File: config.mk
export PLATFORM = sky130hd
export DESIGN_NAME = tilt_complementary_filter
export DESIGN_NICKNAME = d
export VERILOG_FILES = /design/src/sv/tcf_pkg.sv /design/src/sv/tcf_isqrt.sv /design/src/sv/tcf_cordic.sv /design/src/sv/tcf_rdiv.sv /design/src/sv/tilt_complementary_filter.sv
export SDC_FILE = /design/constraint.sdc
export NUM_CORES = 2
export LEC_CHECK = 0
export BUFFER_PORTS_ARGS = -buffer_cell sky130_fd_sc_hd__buf_2
export CORE_MARGIN = 2
export CORE_UTILIZATION = 55
export CTS_CLUSTER_SIZE = 28
export DETAILED_ROUTE_END_ITERATION = 8
export GPL_ROUTABILITY_DRIVEN = 0
export PLACE_DENSITY = 0.82
export SLEW_MARGIN = 20
export SYNTH_ARGS = -nofsm -noshare
export SYNTH_HDL_FRONTEND = slang
export SYNTH_SLANG_ARGS = --single-unit
File: constraint.sdc
create_clock -name clk -period 11.3 [get_ports clk]
set_input_delay 2.26 -clock clk [delete_from_list [all_inputs] [get_ports clk]]
set_output_delay 2.26 -clock clk [all_outputs]
set_load 0.1 [all_outputs]
File: src/sv/tcf_pkg.sv
package tcf_pkg;

  // sequencer states
  typedef enum logic [3:0] {
    ST_IDLE,
    ST_SQB,
    ST_SQC,
    ST_SQADD,
    ST_SQRT,
    ST_CORD,
    ST_GMUL,
    ST_DSTART,
    ST_DIV,
    ST_GSUM,
    ST_BMUL1,
    ST_BMUL2,
    ST_BSUM,
    ST_FIN
  } tcf_state_t;

  // register indexes
  localparam logic REG_GYRO_WEIGHT = 1'b0;

  localparam logic [15:0] GYRO_WEIGHT_RST = 16'd32113;
  localparam logic [16:0] ONE_Q15         = 17'd32768;
  localparam logic signed [23:0] DEG90_Q16 = 24'sd5898240;
  localparam logic [20:0] US_PER_S        = 21'd1000000;
  localparam logic [47:0] HALF_US         = 48'd500000;

  // atan(2^-i) in q16.16 degrees, rounded
  function automatic logic [21:0] atan_q16(input logic [4:0] i);
    logic [21:0] v;
    unique case (i)
      5'd0:  v = 22'd2949120;
      5'd1:  v = 22'd1740967;
      5'd2:  v = 22'd919879;
      5'd3:  v = 22'd466945;
      5'd4:  v = 22'd234379;
      5'd5:  v = 22'd117304;
      5'd6:  v = 22'd58666;
      5'd7:  v = 22'd29335;
      5'd8:  v = 22'd14668;
      5'd9:  v = 22'd7334;
      5'd10: v = 22'd3667;
      5'd11: v = 22'd1833;
      5'd12: v = 22'd917;
      5'd13: v = 22'd458;
      5'd14: v = 22'd229;
      5'd15: v = 22'd115;
      5'd16: v = 22'd57;
      5'd17: v = 22'd29;
      5'd18: v = 22'd14;
      5'd19: v = 22'd7;
      5'd20: v = 22'd4;
      5'd21: v = 22'd2;
      5'd22: v = 22'd1;
      default: v = 22'd0;
    endcase
    return v;
  endfunction

endpackage

File: src/sv/tcf_isqrt.sv
module tcf_isqrt (
  input  logic        clk,
  input  logic        rst_n,
  input  logic        start,
  input  logic [31:0] sq,
  output logic [30:0] root,
  output logic        done
);
  import tcf_pkg::*;

  logic [61:0] n_r;
  logic [33:0] rem_r, rem_nxt, rem_sh, trial;
  logic [31:0] root_r, root_nxt;
  logic [4:0]  cnt_r;
  logic        busy_r, done_r;

  // one result bit per cycle, two radicand bits shifted in
  always_comb begin
    rem_sh = {rem_r[31:0], n_r[61:60]};
    trial  = {root_r, 2'b01};
    if (rem_sh >= trial) begin
      rem_nxt  = rem_sh - trial;
      root_nxt = {root_r[30:0], 1'b1};
    end else begin
      rem_nxt  = rem_sh;
      root_nxt = {root_r[30:0], 1'b0};
    end
  end

  always_ff @(posedge clk) begin
    if (!rst_n) begin
      busy_r <= 1'b0;
      done_r <= 1'b0;
    end else begin
      done_r <= 1'b0;
      if (start) begin
        busy_r <= 1'b1;
        n_r    <= {sq, 30'b0};
        rem_r  <= '0;
        root_r <= '0;
        cnt_r  <= '0;
      end else if (busy_r) begin
        n_r    <= {n_r[59:0], 2'b00};
        rem_r  <= rem_nxt;
        root_r <= root_nxt;
        cnt_r  <= cnt_r + 5'd1;
        if (cnt_r == 5'd30) begin
          busy_r <= 1'b0;
          done_r <= 1'b1;
        end
      end
    end
  end

  assign root = root_r[30:0];
  assign done = done_r;

endmodule

File: src/sv/tcf_cordic.sv
module tcf_cordic #(
  parameter int CORDIC_STEPS = 16
) (
  input  logic               clk,
  input  logic               rst_n,
  input  logic               start,
  input  logic [30:0]        x0,
  input  logic signed [15:0] a,
  output logic signed [23:0] z,
  output logic               done
);
  import tcf_pkg::*;

  localparam int CW = $clog2(CORDIC_STEPS);

  logic signed [33:0] x_r, y_r, xs, ys;
  logic signed [23:0] z_r, at;
  logic [CW-1:0]      cnt_r;
  logic               busy_r, done_r;

  // shifted operands and table angle for this step
  always_comb begin
    xs = x_r >>> cnt_r;
    ys = y_r >>> cnt_r;
    at = signed'({2'b00, atan_q16(5'(cnt_r))});
  end

  always_ff @(posedge clk) begin
    if (!rst_n) begin
      busy_r <= 1'b0;
      done_r <= 1'b0;
    end else begin
      done_r <= 1'b0;
      if (start) begin
        busy_r <= 1'b1;
        x_r    <= signed'({3'b000, x0});
        y_r    <= 34'(a) <<< 15;
        z_r    <= '0;
        cnt_r  <= '0;
      end else if (busy_r) begin
        if (!y_r[33]) begin
          x_r <= x_r + ys;
          y_r <= y_r - xs;
          z_r <= z_r + at;
        end else begin
          x_r <= x_r - ys;
          y_r <= y_r + xs;
          z_r <= z_r - at;
        end
        cnt_r <= cnt_r + CW'(1);
        if (cnt_r == CW'(CORDIC_STEPS - 1)) begin
          busy_r <= 1'b0;
          done_r <= 1'b1;
        end
      end
    end
  end

  assign z    = z_r;
  assign done = done_r;

endmodule

File: src/sv/tcf_rdiv.sv
module tcf_rdiv (
  input  logic               clk,
  input  logic               rst_n,
  input  logic               start,
  input  logic signed [47:0] p,
  output logic signed [28:0] q,
  output logic               done
);
  import tcf_pkg::*;

  // 2^56 / 15625 rounded up, exact for dividends below 2^42
  localparam logic [42:0] RECIP_15625 = 43'd4611686018428;

  logic [41:0] n_r;
  logic [57:0] acc_r, acc_nxt;
  logic [56:0] part;
  logic [1:0]  cnt_r;
  logic        neg_r, busy_r, done_r;
  logic [47:0] mag;

  // magnitude plus half a unit, so the floor rounds halves away from zero
  assign mag = (p[47] ? 48'(-p) : 48'(p)) + HALF_US;

  // divide by one million as n/64 times the reciprocal of 15625,
  // one 14-bit slice of n/64 per cycle, low slice first
  always_comb begin
    part    = n_r[13:0] * RECIP_15625;
    acc_nxt = {14'b0, acc_r[57:14]} + {1'b0, part};
  end

  always_ff @(posedge clk) begin
    if (!rst_n) begin
      busy_r <= 1'b0;
      done_r <= 1'b0;
    end else begin
      done_r <= 1'b0;
      if (start) begin
        busy_r <= 1'b1;
        neg_r  <= p[47];
        n_r    <= mag[47:6];
        acc_r  <= '0;
        cnt_r  <= '0;
      end else if (busy_r) begin
        n_r   <= {14'b0, n_r[41:14]};
        acc_r <= acc_nxt;
        cnt_r <= cnt_r + 2'd1;
        if (cnt_r == 2'd2) begin
          busy_r <= 1'b0;
          done_r <= 1'b1;
        end
      end
    end
  end

  // halves round away from zero
  assign q    = neg_r ? -signed'(acc_r[56:28]) : signed'(acc_r[56:28]);
  assign done = done_r;

endmodule

File: src/sv/tilt_complementary_filter.sv
// roll/pitch complementary filter
// in_* is a stream of sensor beats: tdata carries gyro rates, three
// accelerometer axes and the time step. out_* carries one beat per input
// with the filtered roll and pitch angles in q16.16 degrees.
// cfg_* is an apb-style port holding gyro_weight at byte address 0.
// each beat is processed by a sequencer over shared units: a 35x18
// multiplier, a bit-serial square root, a cordic and a reciprocal
// multiply for the divide by one million. the tilt of both axes is
// computed first (square root and cordic are skipped for an axis when
// both other axes are zero), then the gyro term and blend of each; the
// sequencer returns to idle and can take the next beat in the cycle after
// the result is written.
// in_tready is high only while the sequencer is idle; one result may wait
// in the output register while the next beat is taken and processed, and
// the sequencer holds before writing a new result until that one is taken.
// reset clears both angles, sets gyro_weight to 0.98 and empties the output.
module tilt_complementary_filter #(
  parameter int CORDIC_STEPS = 16
) (
  input  logic         clk,
  input  logic         rst_n,
  input  logic         in_tvalid,
  output logic         in_tready,
  // roll_rate, pitch_rate, accel_x, accel_y, accel_z, step_us
  input  logic [127:0] in_tdata,
  output logic         out_tvalid,
  input  logic         out_tready,
  // roll_out, pitch_out
  output logic [63:0]  out_tdata,
  input  logic         cfg_psel,
  input  logic         cfg_penable,
  input  logic         cfg_pwrite,
  input  logic [2:0]   cfg_paddr,
  input  logic [31:0]  cfg_pwdata,
  output logic [31:0]  cfg_prdata,
  output logic         cfg_pready
);
  import tcf_pkg::*;

  tcf_state_t state_r, state_nxt;

  logic [15:0] w_r;
  logic [16:0] w_eff;
  logic signed [31:0] roll_rate_r, pitch_rate_r, roll_r, pitch_r;
  logic signed [15:0] ax_r, ay_r, az_r;
  logic [15:0] dt_r;
  logic axis_r;
  logic signed [23:0] acc_r [2];
  logic signed [52:0] prod_r, s1_r, prod, s;
  logic signed [34:0] ma;
  logic signed [17:0] mb;
  logic [31:0] tmp_r, sq;
  logic signed [33:0] g_r;
  logic signed [37:0] rnd;
  logic signed [31:0] sat;
  logic signed [15:0] op_a, op_b;
  logic signed [31:0] cur_angle, cur_rate;
  logic out_valid_r;
  logic [63:0] out_data_r;

  logic sqrt_start, sqrt_done, cord_start, cord_done, div_start, div_done;
  logic [30:0] root;
  logic signed [23:0] zc;
  logic signed [28:0] dq;
  logic accept, out_free;

  // configuration port
  assign cfg_pready = 1'b1;
  assign cfg_prdata = (cfg_paddr[2] == REG_GYRO_WEIGHT) ? {16'b0, w_r} : 32'b0;

  always_ff @(posedge clk) begin
    if (!rst_n) begin
      w_r <= GYRO_WEIGHT_RST;
    end else if (cfg_psel && cfg_penable && cfg_pwrite &&
                 cfg_paddr[2] == REG_GYRO_WEIGHT) begin
      w_r <= cfg_pwdata[15:0];
    end
  end

  assign w_eff = ({1'b0, w_r} > ONE_Q15) ? ONE_Q15 : {1'b0, w_r};

  // axis 0 is roll (a = y, b = x), axis 1 is pitch (a = x, b = y)
  always_comb begin
    op_a      = axis_r ? ax_r : ay_r;
    op_b      = axis_r ? ay_r : ax_r;
    cur_angle = axis_r ? pitch_r : roll_r;
    cur_rate  = axis_r ? pitch_rate_r : roll_rate_r;
  end

  // shared multiplier operand select
  always_comb begin
    unique case (state_r)
      ST_SQB:   begin ma = 35'(op_b);      mb = 18'(op_b); end
      ST_SQC:   begin ma = 35'(az_r);      mb = 18'(az_r); end
      ST_GMUL:  begin ma = 35'(cur_rate);  mb = signed'({2'b00, dt_r}); end
      ST_BMUL1: begin ma = 35'(g_r);       mb = signed'({1'b0, w_eff}); end
      ST_BMUL2: begin
        ma = 35'(acc_r[axis_r]);
        mb = signed'({1'b0, ONE_Q15}) - signed'({1'b0, w_eff});
      end
      default:  begin ma = '0;             mb = '0; end
    endcase
  end

  assign prod = 53'(ma) * 53'(mb);
  assign sq   = tmp_r + prod_r[31:0];

  // blend rounding and saturation
  always_comb begin
    s   = s1_r + prod_r + 53'sd16384;
    rnd = s[52:15];
    if (rnd > 38'sd2147483647)       sat = 32'sh7fffffff;
    else if (rnd < -38'sd2147483648) sat = 32'sh80000000;
    else                             sat = 32'(rnd);
  end

  assign accept   = in_tvalid && in_tready;
  assign out_free = !out_valid_r || out_tready;

  // next state
  always_comb begin
    state_nxt = state_r;
    unique case (state_r)
      ST_IDLE:   if (in_tvalid) state_nxt = ST_SQB;
      ST_SQB:    state_nxt = ST_SQC;
      ST_SQC:    state_nxt = ST_SQADD;
      ST_SQADD:  state_nxt = (sq == 32'd0) ? (axis_r ? ST_GMUL : ST_SQB) : ST_SQRT;
      ST_SQRT:   if (sqrt_done) state_nxt = ST_CORD;
      ST_CORD:   if (cord_done) state_nxt = axis_r ? ST_GMUL : ST_SQB;
      ST_GMUL:   state_nxt = ST_DSTART;
      ST_DSTART: state_nxt = ST_DIV;
      ST_DIV:    if (div_done) state_nxt = ST_GSUM;
      ST_GSUM:   state_nxt = ST_BMUL1;
      ST_BMUL1:  state_nxt = ST_BMUL2;
      ST_BMUL2:  state_nxt = ST_BSUM;
      ST_BSUM:   state_nxt = axis_r ? ST_FIN : ST_GMUL;
      ST_FIN:    if (out_free) state_nxt = ST_IDLE;
      default:   state_nxt = ST_IDLE;
    endcase
  end

  // unit starts and handshake outputs
  always_comb begin
    in_tready  = 1'b0;
    sqrt_start = 1'b0;
    cord_start = 1'b0;
    div_start  = 1'b0;
    unique case (state_r)
      ST_IDLE:   in_tready  = 1'b1;
      ST_SQADD:  sqrt_start = (sq != 32'd0);
      ST_SQRT:   cord_start = sqrt_done;
      ST_DSTART: div_start  = 1'b1;
      default:   ;
    endcase
  end

  // sequencer and datapath registers
  always_ff @(posedge clk) begin
    if (!rst_n) begin
      state_r     <= ST_IDLE;
      roll_r      <= '0;
      pitch_r     <= '0;
      out_valid_r <= 1'b0;
      axis_r      <= 1'b0;
    end else begin
      state_r <= state_nxt;
      if (out_valid_r && out_tready && state_r != ST_FIN) out_valid_r <= 1'b0;
      prod_r <= prod;
      unique case (state_r)
        ST_IDLE: begin
          if (accept) begin
            roll_rate_r  <= in_tdata[31:0];
            pitch_rate_r <= in_tdata[63:32];
            ax_r         <= in_tdata[79:64];
            ay_r         <= in_tdata[95:80];
            az_r         <= in_tdata[111:96];
            dt_r         <= in_tdata[127:112];
            axis_r       <= 1'b0;
          end
        end
        ST_SQC: tmp_r <= prod_r[31:0];
        ST_SQADD: begin
          if (sq == 32'd0) begin
            if (op_a > 16'sd0)      acc_r[axis_r] <= DEG90_Q16;
            else if (op_a < 16'sd0) acc_r[axis_r] <= -DEG90_Q16;
            else                    acc_r[axis_r] <= '0;
            axis_r <= ~axis_r;
          end
        end
        ST_CORD: begin
          if (cord_done) begin
            acc_r[axis_r] <= zc;
            axis_r        <= ~axis_r;
          end
        end
        ST_GSUM:  g_r  <= 34'(cur_angle) + 34'(dq);
        ST_BMUL2: s1_r <= prod_r;
        ST_BSUM: begin
          if (axis_r) pitch_r <= sat;
          else        roll_r  <= sat;
          axis_r <= ~axis_r;
        end
        ST_FIN: begin
          if (out_free) begin
            out_valid_r <= 1'b1;
            out_data_r  <= {pitch_r, roll_r};
          end
        end
        default: ;
      endcase
    end
  end

  assign out_tvalid = out_valid_r;
  assign out_tdata  = out_data_r;

  tcf_isqrt u_isqrt (
    .clk   (clk),
    .rst_n (rst_n),
    .start (sqrt_start),
    .sq    (sq),
    .root  (root),
    .done  (sqrt_done)
  );

  tcf_cordic #(
    .CORDIC_STEPS (CORDIC_STEPS)
  ) u_cordic (
    .clk   (clk),
    .rst_n (rst_n),
    .start (cord_start),
    .x0    (root),
    .a     (op_a),
    .z     (zc),
    .done  (cord_done)
  );

  tcf_rdiv u_rdiv (
    .clk   (clk),
    .rst_n (rst_n),
    .start (div_start),
    .p     (prod_r[47:0]),
    .q     (dq),
    .done  (div_done)
  );

endmodule

==> out/metrics.yaml <==
layout_common_cells: "1,113 x inv_1, 796 x nor2_1, 763 x fa_1"
antenna_found_initial: 15
fin_crit_ns: 10.50
critPathLaunchType: "register"
dp_cells: 10327
grt_first_pass_wirelength_um: 357800
period_share_pct: 92.93
ys.flop_type: "edfxtp_1"
syn_area_per_cell_sq_um: 9.676
globalRouteMet2Util_pct: 45.51
power_w: 0.01602
preCtsSetupSlack_ns: 1.188
root_buffer: "clkbuf_16"
seq_area_sq_um: 23180
swShare_pct: 46.49
synth_edf_count: 695
final_nets: 10088
post-route-cell-area_sq_um: 87220
p_sw_w: 0.007449
cp.arrival_ns: 11.09
clock_latency_ns: 0.73
die_h_um: 387.8
grt_setup_unrepaired: "no"
die_w_um: 387.8
multi_input_area_sq_um: 52570
crit_type: "reg -> reg"
finalClockSkew_ns: 0.04732
ctsHoldBuffers: 0
cts_resized: 0
drc: 0
cts.sinks: 810
dpl_cell_area_sq_um: 84350
place_hpwl_um: 180900
dr.pass1.iters: 8
cts_setup_buffers: 0
io_buffers: 233
fin_ws_ns: 0.7992
drive_gt1_share_pct: 8.650
grtUsageMet1_pct: 39.98
fin_tns_setup_ns: 0
peakVddDrop_uv: 150.2
grt_use_total_pct: 30.29
pwr-share-clk_pct: 17.8
tightest_slew_ns: 1.326
path_max_fanout: 29
grt_pass1_vias: 64315
vias: 64843
p_comb_share_pct: 57.4
ys_ff_latch: 810
crit_required_ns: 11.89
ys_types: 98
crit_buf_inv: 5
cts_tree: "done"
cts-buffers-inserted: 84
fp.coreArea_sq_um: 145900
rows: 140
slowest_stage: "dfxtp_1"
synth.cell_area_sq_um: 81010
yosysSeqAreaShare_pct: 28.60
p_per_area_nw_per_um2: 183.7
use_met3_pct: 9.073
p_int_w: 0.008575
io_pins: 269
endpoint_kind: "register"
ant_nets: 0
ys_warn_count: 0
fillers: 11468
async_flop_share_pct: 0
final-setup-viol-count: 0
clock_path_buffers: 3
hold_path_class: "reg -> reg"
path_clk_slew_ns: 0.07
vias_per_cell: 6.183
fmax_ghz: 0.09523
syn_to_final_growth_pct: 7.662
crit_path_max_incr_delay_ns: 0.69
wl_per_cell_um: 22.03
synth_cells: 8372
crit_family: "compound AO/OA/AOI/OAI gates"
die_area_sq_um: 150400
grt_max_degree: 91
drv_cap: 0
drv_slew: 0
status: "finished, final reports clean"
relSlewSlack_pct: 10.99
final_common_cell: "inv_1"
drt-initial-drc-count: 7957
top_usage_layer: "met2"
p_leak_nw: 38.19
wirelength_um: 231100
finalHoldViolCount: 0
seqPwrFrac_pct: 24.8
initial_utilization_pct: 55.52
ctsHtreeMaxLevel: 3
grt-ovfl-total: 0
fin_cells: 10488
==> cell usage after synthesis, drive strengths merged (76+ instances only) <==
| library cell | number | area (sq um) |
|---|---|---|
| nor2b | 79 | 494.2 |
| buf | 84 | 442.9 |
| nand3 | 115 | 575.6 |
| ha | 656 | 8208 |
| clkbuf | 239 | 897.1 |
| nand2 | 754 | 2830 |
| a21oi | 543 | 2725 |
| mux2i | 146 | 1461 |
| edfxtp | 695 | 20870 |
| a21o | 166 | 1246 |
| xnor2 | 330 | 2890 |
| mux2 | 83 | 1010 |
| o21ai | 389 | 1947 |
| xor2 | 152 | 1331 |
| nor2 | 804 | 3020 |
| nand2b | 76 | 475.5 |
| dfxtp | 115 | 2302 |
| fa | 763 | 15270 |
| nor3 | 116 | 580.6 |
| inv | 1116 | 4189 |
==> kinds of logic (layout without fill, tap and decap cells) <==
logic type      after synthesis  count (layout)  share of synthesized area (%)
simple gates               2291            2291                          12.78
xor+xnor                    482             482                          5.211
fa+ha+maj                  1420            1420                          29.00
other cells                   2              22                       0.009270
buf+inv                    1439            1618                          6.825
mux                         298             298                          4.969
flops                       810             810                          28.60
compound gates             1630            1630                          12.61
==> power by group through the flow <==
stage	registers (W)	logic (W)	clock network (W)
2_1_floorplan	0.00386	0.00646	0
3_3_place_gp	0.00401	0.00859	0
3_5_place_dp	0.00402	0.00891	0
4_1_cts	0.00396	0.00897	0.00287
5_1_grt	0.00399	0.0101	0.00298
6_report	0.00398	0.00919	0.00285
==> per-stage QoR <==
step / utilization (%) / hold WS (ns)
floorplan: - / 0.4194
global placement: 57.80 / 0.4335
detailed placement: 57.81 / 0.4383
CTS: 59.75 / 0.4515
global route: 59.77 / 0.4723
finish: 59.77 / 0.4580
==> routing by layer <==
layer | part of all wire, % | vias to the layer above
met5 | 0.092 | -
met4 | 5.9 | 20
met3 | 13 | 811
met2 | 43 | 4072
met1 | 38 | 31183
li1 | - | 28757
==> worst reg2reg max path, delay by kind of cell, from the launching register on <==
| kind | cells | cell delay [ns] |
|---|---|---|
| adder cells (fa/ha/maj) | 8 | 3.20 |
| flip-flops | 1 | 0.69 |
| AO/OA/AOI/OAI | 14 | 3.52 |
| buffers and inverters | 5 | 1.20 |
| AND/OR/NAND/NOR | 7 | 1.76 |
==> layout make-up <==
class,count,area share (%)
antenna,5,0.01435
tap,1917,2.750
clock buffer,99,2.558
multi-input combinational,6138,60.27
sequential,810,26.57
inverter,1116,4.804
clock inverter,54,0.6886
timing repair buffer,349,2.340
==> sequential cells by signal (all words and copies together) (netlist names), 22 cells and up, named ones only <==
| name | flops |
|---|---|
| g_r | 33 |
| u_rdiv.n_r | 42 |
| u_isqrt.n_r | 32 |
| u_cordic.at | 22 |
| u_cordic.y_r | 34 |
| u_isqrt.root_r | 32 |
| pitch_r | 32 |
| pitch_rate_r | 32 |
| s1_r | 53 |
| prod_r | 53 |
| out_tdata | 64 |
| u_cordic.z | 24 |
| roll_r | 32 |
| roll_rate_r | 32 |
| u_rdiv.acc_r | 42 |
| u_cordic.x_r | 34 |
| acc_r | 48 |
| tmp_r | 32 |
| u_isqrt.rem_r | 32 |
==> final timing paths <==
check	from	end	slack (ns)	cells past startpoint
min	roll_r[1]	out_tdata[1]	0.46	0
max reg2reg	w_r[15]	prod_r[46]	0.80	34
max	w_r[15]	prod_r[46]	0.80	34
min reg2reg	roll_r[1]	out_tdata[1]	0.46	0
Note: power is estimated with default switching activity, not from simulation.
